--- src/design/preemptive_tick_scheduler_core_defines.svh ---
// Assertion macros used by the scheduler top level.
`ifndef PREEMPTIVE_TICK_SCHEDULER_CORE_DEFINES_SVH
`define PREEMPTIVE_TICK_SCHEDULER_CORE_DEFINES_SVH

// Property that must hold on every clock edge outside reset.
`define PTS_ASSERT(lbl, prop, msg) \
  lbl: assert property (@(posedge clk_i) disable iff (!rst_ni) (prop)) else $error(msg);

// Same-cycle implication outside reset.
`define PTS_ASSERT_IMP(lbl, ante, cons, msg) \
  lbl: assert property (@(posedge clk_i) disable iff (!rst_ni) (ante) |-> (cons)) \
    else $error(msg);

`endif

--- src/design/pts_pkg.sv ---
// Types and constants of the preemptive tick scheduler.
`timescale 1ns / 1ps
package pts_pkg;

  localparam int unsigned TIME_W  = 16;
  localparam int unsigned BURST_W = 10;
  localparam int unsigned PRIO_W  = 10;
  localparam int unsigned KEY_W   = 10;
  localparam int unsigned SLOT_W  = 6;  // covers up to 64 slots
  localparam int unsigned CNT_W   = 7;  // holds 0..64

  localparam logic [KEY_W-1:0]  KEY_LIMIT = KEY_W'(1000);
  localparam logic [TIME_W-1:0] TIME_MAX  = '1;

  localparam logic [1:0] MODE_LOAD  = 2'd0;
  localparam logic [1:0] MODE_TICK  = 2'd1;
  localparam logic [1:0] MODE_CLEAR = 2'd2;

  typedef struct packed {
    logic [1:0]         mode;
    logic [TIME_W-1:0]  arrive_tick;
    logic [BURST_W-1:0] service_ticks;
    logic [PRIO_W-1:0]  priority_req;
  } item_t;

  typedef struct packed {
    logic              idle;
    logic [3:0]        running_slot;
    logic              finished;
    logic [TIME_W-1:0] finish_tick;
    logic [TIME_W-1:0] turn_ticks;
    logic [TIME_W-1:0] wait_ticks;
    logic              all_done;
  } result_t;

  // Running minimum that walks down the cell chain.
  typedef struct packed {
    logic               valid;
    logic               found;
    logic [KEY_W-1:0]   key;
    logic [SLOT_W-1:0]  slot;
    logic [TIME_W-1:0]  arrival;
    logic [BURST_W-1:0] burst;
    logic [BURST_W-1:0] remaining;
  } scan_t;

  // Broadcast from the controller to every cell.
  typedef struct packed {
    logic               load;
    logic               clear;
    logic [CNT_W-1:0]   count;
    logic [TIME_W-1:0]  arrival;
    logic [BURST_W-1:0] burst;
    logic [PRIO_W-1:0]  prio;
    logic               wb_en;
    logic [SLOT_W-1:0]  wb_slot;
    logic [BURST_W-1:0] wb_rem;
    logic               wb_fin;
    logic [TIME_W-1:0]  time_now;
    logic               policy;
  } bcast_t;

endpackage

--- src/design/preemptive_tick_scheduler_core.sv ---
// Top level of the preemptive tick scheduler: controller and chain of task cells.
`timescale 1ns / 1ps
// Preemptive tick scheduler over a table of MAX_TASKS task slots. A command is
// taken when start is high and busy is low. A load or clear beat leaves busy
// low. A tick beat walks a minimum search down the chain of task cells, one
// cell per cycle; after the last cell it updates the winner and forms
// completion/turnaround, and then forms waiting time. A tick after every
// task is done answers with all_done and no search. Each result beat is
// shown on result_o for exactly one cycle with result_valid_o high; the
// receiver cannot stall it, so it must be captured on that edge. A load into
// a full table is dropped. Policy is set through cfg_we_i/cfg_wdata_i; the
// user must write it only while the block is idle, which the block itself
// does not enforce. 0 picks the lowest priority value, 1 the least
// remaining time; ties go to the lowest slot and keys of 1000 or more never
// run. Time saturates at 65535.
module preemptive_tick_scheduler_core import pts_pkg::*; #(
  parameter int unsigned MAX_TASKS = 16
) (
  input  logic    clk_i,
  input  logic    rst_ni,
  input  logic    start,
  output logic    busy,
  input  item_t   item_i,
  output logic    result_valid_o,
  output result_t result_o,
  input  logic    cfg_we_i,
  input  logic    cfg_wdata_i
);

`include "preemptive_tick_scheduler_core_defines.svh"

  localparam logic [1:0] ST_IDLE = 2'd0;
  localparam logic [1:0] ST_SCAN = 2'd1;
  localparam logic [1:0] ST_CALC = 2'd2;

  localparam logic [CNT_W-1:0] FULL_CNT = CNT_W'(MAX_TASKS);

  logic [1:0]         state_q, state_d;
  logic               policy_q;
  logic [CNT_W-1:0]   cnt_q, cnt_d;
  logic [CNT_W-1:0]   fin_cnt_q, fin_cnt_d;
  logic [TIME_W-1:0]  time_q, time_d;
  result_t            res_q, res_d;
  logic [BURST_W-1:0] burst_q, burst_d;
  logic               strobe_q, strobe_d;

  bcast_t ctrl;
  scan_t  chain [MAX_TASKS+1];
  scan_t  tail;

  logic               accept, launch;
  logic [TIME_W-1:0]  time_next;
  logic [BURST_W-1:0] load_burst;
  logic [CNT_W-1:0]   fin_cnt_inc;
  logic               idle_fin;

  assign accept     = start && !busy;
  assign busy       = (state_q != ST_IDLE);
  assign tail       = chain[MAX_TASKS];
  assign time_next  = (time_q == TIME_MAX) ? time_q : time_q + TIME_W'(1);
  assign load_burst = (item_i.service_ticks == '0) ? BURST_W'(1) : item_i.service_ticks;
  assign fin_cnt_inc = fin_cnt_q + CNT_W'(1);
  assign launch     = accept && (item_i.mode == MODE_TICK) && (fin_cnt_q < cnt_q);

  // search seed: nothing found yet, key at the limit
  always_comb begin
    chain[0]       = '0;
    chain[0].valid = launch;
    chain[0].key   = KEY_LIMIT;
  end

  for (genvar g = 0; g < MAX_TASKS; g++) begin : g_cell
    pts_cell #(
      .Slot(g)
    ) u_cell (
      .clk_i (clk_i),
      .rst_ni(rst_ni),
      .ctrl_i(ctrl),
      .scan_i(chain[g]),
      .scan_o(chain[g+1])
    );
  end

  always_comb begin
    state_d   = state_q;
    cnt_d     = cnt_q;
    fin_cnt_d = fin_cnt_q;
    time_d    = time_q;
    res_d     = res_q;
    burst_d   = burst_q;
    strobe_d  = 1'b0;

    ctrl          = '0;
    ctrl.count    = cnt_q;
    ctrl.arrival  = item_i.arrive_tick;
    ctrl.burst    = load_burst;
    ctrl.prio     = item_i.priority_req;
    ctrl.wb_slot  = tail.slot;
    ctrl.wb_rem   = tail.remaining - BURST_W'(1);
    ctrl.time_now = time_q;
    ctrl.policy   = policy_q;

    unique case (state_q)
      ST_IDLE: begin
        if (accept) begin
          case (item_i.mode)
            MODE_LOAD: begin
              if (cnt_q < FULL_CNT) begin
                ctrl.load = 1'b1;
                cnt_d     = cnt_q + CNT_W'(1);
              end
            end
            MODE_CLEAR: begin
              ctrl.clear = 1'b1;
              cnt_d      = '0;
              fin_cnt_d  = '0;
              time_d     = '0;
            end
            MODE_TICK: begin
              if (fin_cnt_q >= cnt_q) begin
                // everything done: answer at once, time holds
                res_d          = '0;
                res_d.all_done = 1'b1;
                strobe_d       = 1'b1;
              end else begin
                state_d = ST_SCAN;
              end
            end
            default: ;
          endcase
        end
      end
      ST_SCAN: begin
        if (tail.valid) begin
          time_d  = time_next;
          res_d   = '0;
          burst_d = tail.burst;
          state_d = ST_CALC;
          if (!tail.found) begin
            res_d.idle = 1'b1;
          end else begin
            ctrl.wb_en         = 1'b1;
            ctrl.wb_fin        = (tail.remaining == BURST_W'(1));
            res_d.running_slot = 4'(tail.slot);
            if (ctrl.wb_fin) begin
              fin_cnt_d         = fin_cnt_inc;
              res_d.finished    = 1'b1;
              res_d.finish_tick = time_next;
              res_d.turn_ticks  = (time_next >= tail.arrival) ?
                                  time_next - tail.arrival : '0;
              res_d.all_done    = (fin_cnt_inc >= cnt_q);
            end
          end
        end
      end
      ST_CALC: begin
        if (res_q.finished &&
            (res_q.turn_ticks >= TIME_W'(burst_q))) begin
          res_d.wait_ticks = res_q.turn_ticks - TIME_W'(burst_q);
        end else begin
          res_d.wait_ticks = '0;
        end
        strobe_d = 1'b1;
        state_d  = ST_IDLE;
      end
      default: state_d = ST_IDLE;
    endcase
  end

  always_ff @(posedge clk_i or negedge rst_ni) begin
    if (!rst_ni) begin
      state_q   <= ST_IDLE;
      policy_q  <= 1'b0;
      cnt_q     <= '0;
      fin_cnt_q <= '0;
      time_q    <= '0;
      strobe_q  <= 1'b0;
    end else begin
      state_q   <= state_d;
      cnt_q     <= cnt_d;
      fin_cnt_q <= fin_cnt_d;
      time_q    <= time_d;
      strobe_q  <= strobe_d;
      if (cfg_we_i) begin
        policy_q <= cfg_wdata_i;
      end
    end
  end

  // result payload
  always_ff @(posedge clk_i) begin
    res_q   <= res_d;
    burst_q <= burst_d;
  end

  assign result_valid_o = strobe_q;
  assign result_o       = res_q;
  assign idle_fin       = result_o.idle && result_o.finished;

  `PTS_ASSERT_IMP(a_beat_when_idle, result_valid_o, state_q == ST_IDLE, "beat outside idle")
  `PTS_ASSERT_IMP(a_idle_not_fin, result_valid_o, !idle_fin, "idle and finished together")
  `PTS_ASSERT(a_fin_le_cnt, fin_cnt_q <= cnt_q, "finished count above entry count")
  `PTS_ASSERT_IMP(a_tail_in_scan, tail.valid, state_q == ST_SCAN, "search result outside scan")

endmodule

--- src/design/pts_cell.sv ---
// One task slot of the scheduler chain: holds a task and folds it into the running minimum.
`timescale 1ns / 1ps
module pts_cell import pts_pkg::*; #(
  parameter int unsigned Slot = 0
) (
  input  logic   clk_i,
  input  logic   rst_ni,
  input  bcast_t ctrl_i,
  input  scan_t  scan_i,
  output scan_t  scan_o
);

  localparam logic [CNT_W-1:0]  SLOT_CNT = CNT_W'(Slot);
  localparam logic [SLOT_W-1:0] SLOT_ID  = SLOT_W'(Slot);

  logic [TIME_W-1:0]  arr_q;
  logic [BURST_W-1:0] burst_q;
  logic [PRIO_W-1:0]  prio_q;
  logic [BURST_W-1:0] rem_q;
  logic               fin_q;
  scan_t              scan_q, scan_d;

  logic             load_hit, wb_hit, occupied, eligible, take;
  logic [KEY_W-1:0] key;

  assign load_hit = ctrl_i.load && (ctrl_i.count == SLOT_CNT);
  assign wb_hit   = ctrl_i.wb_en && (ctrl_i.wb_slot == SLOT_ID);
  assign occupied = SLOT_CNT < ctrl_i.count;
  assign eligible = occupied && !fin_q && (arr_q <= ctrl_i.time_now);
  assign key      = ctrl_i.policy ? rem_q : prio_q;
  assign take     = eligible && (key < scan_i.key);

  always_comb begin
    scan_d = scan_i;
    if (take) begin
      scan_d.found     = 1'b1;
      scan_d.key       = key;
      scan_d.slot      = SLOT_ID;
      scan_d.arrival   = arr_q;
      scan_d.burst     = burst_q;
      scan_d.remaining = rem_q;
    end
  end

  // task payload
  always_ff @(posedge clk_i) begin
    if (load_hit) begin
      arr_q   <= ctrl_i.arrival;
      burst_q <= ctrl_i.burst;
      prio_q  <= ctrl_i.prio;
      rem_q   <= ctrl_i.burst;
    end else if (wb_hit) begin
      rem_q <= ctrl_i.wb_rem;
    end
  end

  always_ff @(posedge clk_i or negedge rst_ni) begin
    if (!rst_ni) begin
      fin_q <= 1'b0;
    end else if (ctrl_i.clear || load_hit) begin
      fin_q <= 1'b0;
    end else if (wb_hit) begin
      fin_q <= ctrl_i.wb_fin;
    end
  end

  // hand-off register toward the next cell
  always_ff @(posedge clk_i or negedge rst_ni) begin
    if (!rst_ni) begin
      scan_q <= '0;
    end else if (scan_i.valid) begin
      scan_q <= scan_d;
    end else begin
      scan_q.valid <= 1'b0;
    end
  end

  assign scan_o = scan_q;

endmodule

--- config.mk ---
export PLATFORM = sky130hd
export DESIGN_NAME = preemptive_tick_scheduler_core
export DESIGN_NICKNAME = d
export VERILOG_FILES = /design/src/design/pts_pkg.sv /design/src/design/preemptive_tick_scheduler_core.sv /design/src/design/pts_cell.sv
export VERILOG_INCLUDE_DIRS = /design/src /design/src/design
export SDC_FILE = /design/constraint.sdc
export NUM_CORES = 2
export LEC_CHECK = 0
export BUFFER_PORTS_ARGS = -buffer_cell sky130_fd_sc_hd__buf_4
export CAP_MARGIN = 10
export CORE_MARGIN = 10
export CORE_UTILIZATION = 41
export DETAILED_ROUTE_END_ITERATION = 8
export SLEW_MARGIN = 0
export SYNTH_ARGS = -nofsm -noshare
export SYNTH_HDL_FRONTEND = slang
export SYNTH_SLANG_ARGS = --single-unit
--- constraint.sdc ---
create_clock -name clk_i -period 4.9 [get_ports clk_i]
set_input_delay 0.245 -clock clk_i [delete_from_list [all_inputs] [get_ports clk_i]]
set_output_delay 0.245 -clock clk_i [all_outputs]
set_load 0.05 [all_outputs]
==> results by group <==
Power and ir drop
  – Worst supply voltage drop on vdd: 0.2781 mV
  – Cell-internal power: 22.77 mW
  – Switching pwr: 6.392 mW
  – Clock Power Share: 45.7%
  – Combinational share of power: 4.2%
  – Portion of total power attributed to sequential cells: 50.1%
  – Sw Ratio: 21.92%
  – Power density normalized to cell area: 332.7 mW/mm^2
  – LEAKAGE: 34.83 nW
  – Pwr Total: 29.16 mW

CTS
  – Number of sinks on the clock net: 1658
  – Clock root buffer: clkbuf_16
  – Clock transition at path regs: 60 ps
  – Cells resized by post-CTS repair: 0
  – CTS max path bufs: 3
  – Number of buffers added by the clock tree synthesis step: 175
  – Insertion delay of the later-clocked pin in the worst-skew pair: 820 ps
  – CTS H-tree lvls: 4
  – CTS tree: done

Timing
  – Fin Setup TNS: 0 ps
  – Portion of the clock cycle consumed by the worst path in the final layout: 96.05%
  – Count of endpoints failing setup in the final report: 0
  – Number of endpoints with negative hold slack in the final report: 0
  – Worst-case headroom to the max-slew limit: 15.58%
  – Worst-margin pin slew: 1260 ps
  – Clock Skew: 37.64 ps
  – Fmax: 0.2125 GHz
  – RSZ-0062 raised after global routing: false
  – Number of pins with negative max-slew slack in the final report: 0
  – Final min period: 4706 ps

Synthesis
  – Most repeated cell in the gate-level netlist after synthesis: nor2_1
  – Sequential cell area fraction in the yosys report: 58.83%
  – Synth top area share: 31.10%
  – Synth top cells by count: nor2_1 (949), dfrtp_1 (857), edfxtp_1 (801)
  – Synth Flop Type: dfrtp_1
  – Number of flops mapped to enable cells by yosys: 801
  – Synthesized netlist cell count: 6786
  – Number of distinct standard cells referenced by the synthesized netlist: 80
  – Number of storage elements in the synthesis netlist: 1658
  – Post-synthesis cell area: 0.07734 mm^2
  – Top cell type by total area after synthesis: edfxtp_1
  – Warnings from Yosys: 0
  – Net count of the mapped netlist: 7270
  – Average size of a mapped cell: 11.40 um^2
  – Top area cells in the synthesized netlist: edfxtp_1 (31%), dfrtp_1 (28%), ha_1 (7.1%)
  – Fraction of registers with async set or reset after synthesis: 51.69%

Floorplanning
  – Initial core utilization: 41.23%
  – Die span in x: 454.3 um
  – Area of the die: 0.2064 mm^2
  – DIE HEIGHT: 454.3 um
  – Area of the core region: 0.1876 mm^2
  – Placement Rows: 159
  – IO Pins: 100

Setup path
  – Required time reported for the critical path endpoint: 5550 ps
  – Cell depth of the worst flop-to-flop path: 11
  – Data arrival, critical path: 5360 ps
  – Category of the most critical setup path: reg2reg
  – Largest fanout on the critical path: 44
  – Crit. End Element: flip-flop
  – Critical path launch point type: flip-flop

Placed design
  – Port Buf Inserts: 99
  – Half-perimeter wire length of the detailed placement result: 148700 um
  – Routability congestion estimate: 0.9097

Cells and area
  – Number of nets in the layout: 7358
  – Core occupancy in the finished layout: 46.71%
  – Area Growth Syn to Fin: 13.31%
  – Fraction of final layout cells sized beyond drive strength 1: 10.55%
  – Total of fill cells in the finished design: 17020

GRT
  – Sum of overflow across all layers after global routing: 0
  – Total global-route track usage: 20.38%
  – Via count of the first global-routing pass: 52330
  – Wire length of the first global-routing pass: 326600 um
  – Maximum number of pins on one net before global-route repair: 115
  – Initial antenna violation count: 8

Route
  – Vias per std cell: 5.487
  – Number of design-rule violations left by the first detailed-router iteration: 4279
  – DRC: 0
  – Total wire length after detailed routing: 213900 um
  – Antenna-violating nets left: 0
  – Detailed-router iteration count before antenna repair: 6
  – Total vias in the final route: 52250
  – Detailed-route wire length per cell: 22.46 um

Job
  – Max-Cap Viols: 0

Worst hold path
  – Path category of the worst min-delay check: in2async

Outcome
  – Run status: completed
registers in the layout, indices dropped and copies added, names as in the netlist, 16 cells and up:
name / cells
g_cell.u_cell.arr_q: 256
g_cell.u_cell.burst_q: 160
g_cell.u_cell.fin_q: 16
g_cell.u_cell.prio_q: 160
g_cell.u_cell.rem_q: 160
g_cell.u_cell.scan_o: 807
result_o: 55
time_q: 16
cells in the final DEF (no fill, tap or decap), drive strengths merged, types with 61 or more instances in the layout:
cell,n
dfrtp,857
nand3,79
a31oi,194
nor2b,61
mux2,153
buf,270
clkbuf,269
nand2,467
inv,291
a21oi,776
o21ai,192
mux2i,475
edfxtp,801
ha,439
nor2,949
a21o,71
nand4,80
kinds of logic (layout without fill, tap and decap cells):
group,after synthesis,after routing,share of synthesized area [%]
simple gates,1784,1784,9.734
xor+xnor,41,41,0.4643
flops,1658,1658,58.83
compound gates,1548,1548,11.86
fa+ha+maj,441,441,7.154
other cells,0,4,0
mux,628,628,8.375
buf+inv,686,923,3.587
path summary, 6_finish.rpt:
check | from | endpoint | slack (ps)
min in group clk_i | item_i[16] | g_cell[4].u_cell.burst_q[6]$_DFFE_PP_ | 80
worst min-delay path | rst_ni | g_cell[1].u_cell.scan_o[27]$_DFFE_PN0P_ | 70
worst max-delay path | policy_q$_DFFE_PN0P_ | g_cell[14].u_cell.scan_o[27]$_DFFE_PN0P_ | 190
worst max register to register | policy_q$_DFFE_PN0P_ | g_cell[14].u_cell.scan_o[27]$_DFFE_PN0P_ | 190
max in group asynchronous | rst_ni | fin_cnt_q[4]$_DFFE_PN0P_ | 3380
worst min register to register | g_cell[15].u_cell.scan_o[10]$_DFFE_PN0P_ | burst_q[0]$_DFFE_PP_ | 450
layer usage:
metal / global-route usage, % / vias up / wire [um]
met3: 2.928 / 324 / 11420
met4: 6.559 / 0 / 6407
met2: 32.98 / 1432 / 99180
met5: 0 / - / 0
li1: - / 24620 / -
met1: 28.22 / 25880 / 96880
power groups by stage:
| stage | Clock, mW | Combinational, mW | Sequential [mW] |
|---|---|---|---|
| after floorplan | 0 | 0.647 | 14.9 |
| after global placement | 0 | 1.21 | 14.9 |
| after detailed placement | 0 | 1.22 | 14.9 |
| after CTS | 13.5 | 1.25 | 14.6 |
| after global routing | 14.1 | 1.34 | 14.6 |
| final | 13.3 | 1.23 | 14.6 |
layout make-up:
class	instances	area [um^2]	area share [%]
Sequential cell	1658	45530	51.95
Multi-Input combinational cell	4442	29340	33.48
Clock buffer	269	5213	5.948
Tap cell	2495	3122	3.562
Timing Repair Buffer	307	2793	3.187
Inverter	290	1089	1.242
Clock inverter	57	545.5	0.6225
Antenna cell	4	10.01	0.01142
metrics by stage:
stage / std cells / setup WS, ps / hold WS [ps] / area (um^2)
floorplan: 6786 / 344.3 / -50.59 / 77340
global placement: 9154 / 429.1 / 381.4 / 81490
detailed placement: 9154 / 304.5 / 378.1 / 81490
CTS: 9517 / 235.1 / 10.83 / 87620
global route: 9519 / 70.72 / 38.40 / 87630
finish: 9522 / 193.7 / 74.14 / 87640
timing repair:
action / 4_1_cts / 5_1_grt
setup buffers: 0 / 0
endpoints found under the hold margin: 507 / 0
hold buffers: 37 / 0
worst max-delay path, stage by stage, from the launching register on:
cell,delay (ps)
dfrtp_4,700
buf_12,340
mux2_2,400
ha_1,270
o2111ai_1,170
a31oi_1,60
a2111oi_0,680
o311ai_1,500
a21oi_4,570
buf_12,270
mux2i_1,340
a21oi_1,120
Power figures use the tool's default switching activity.
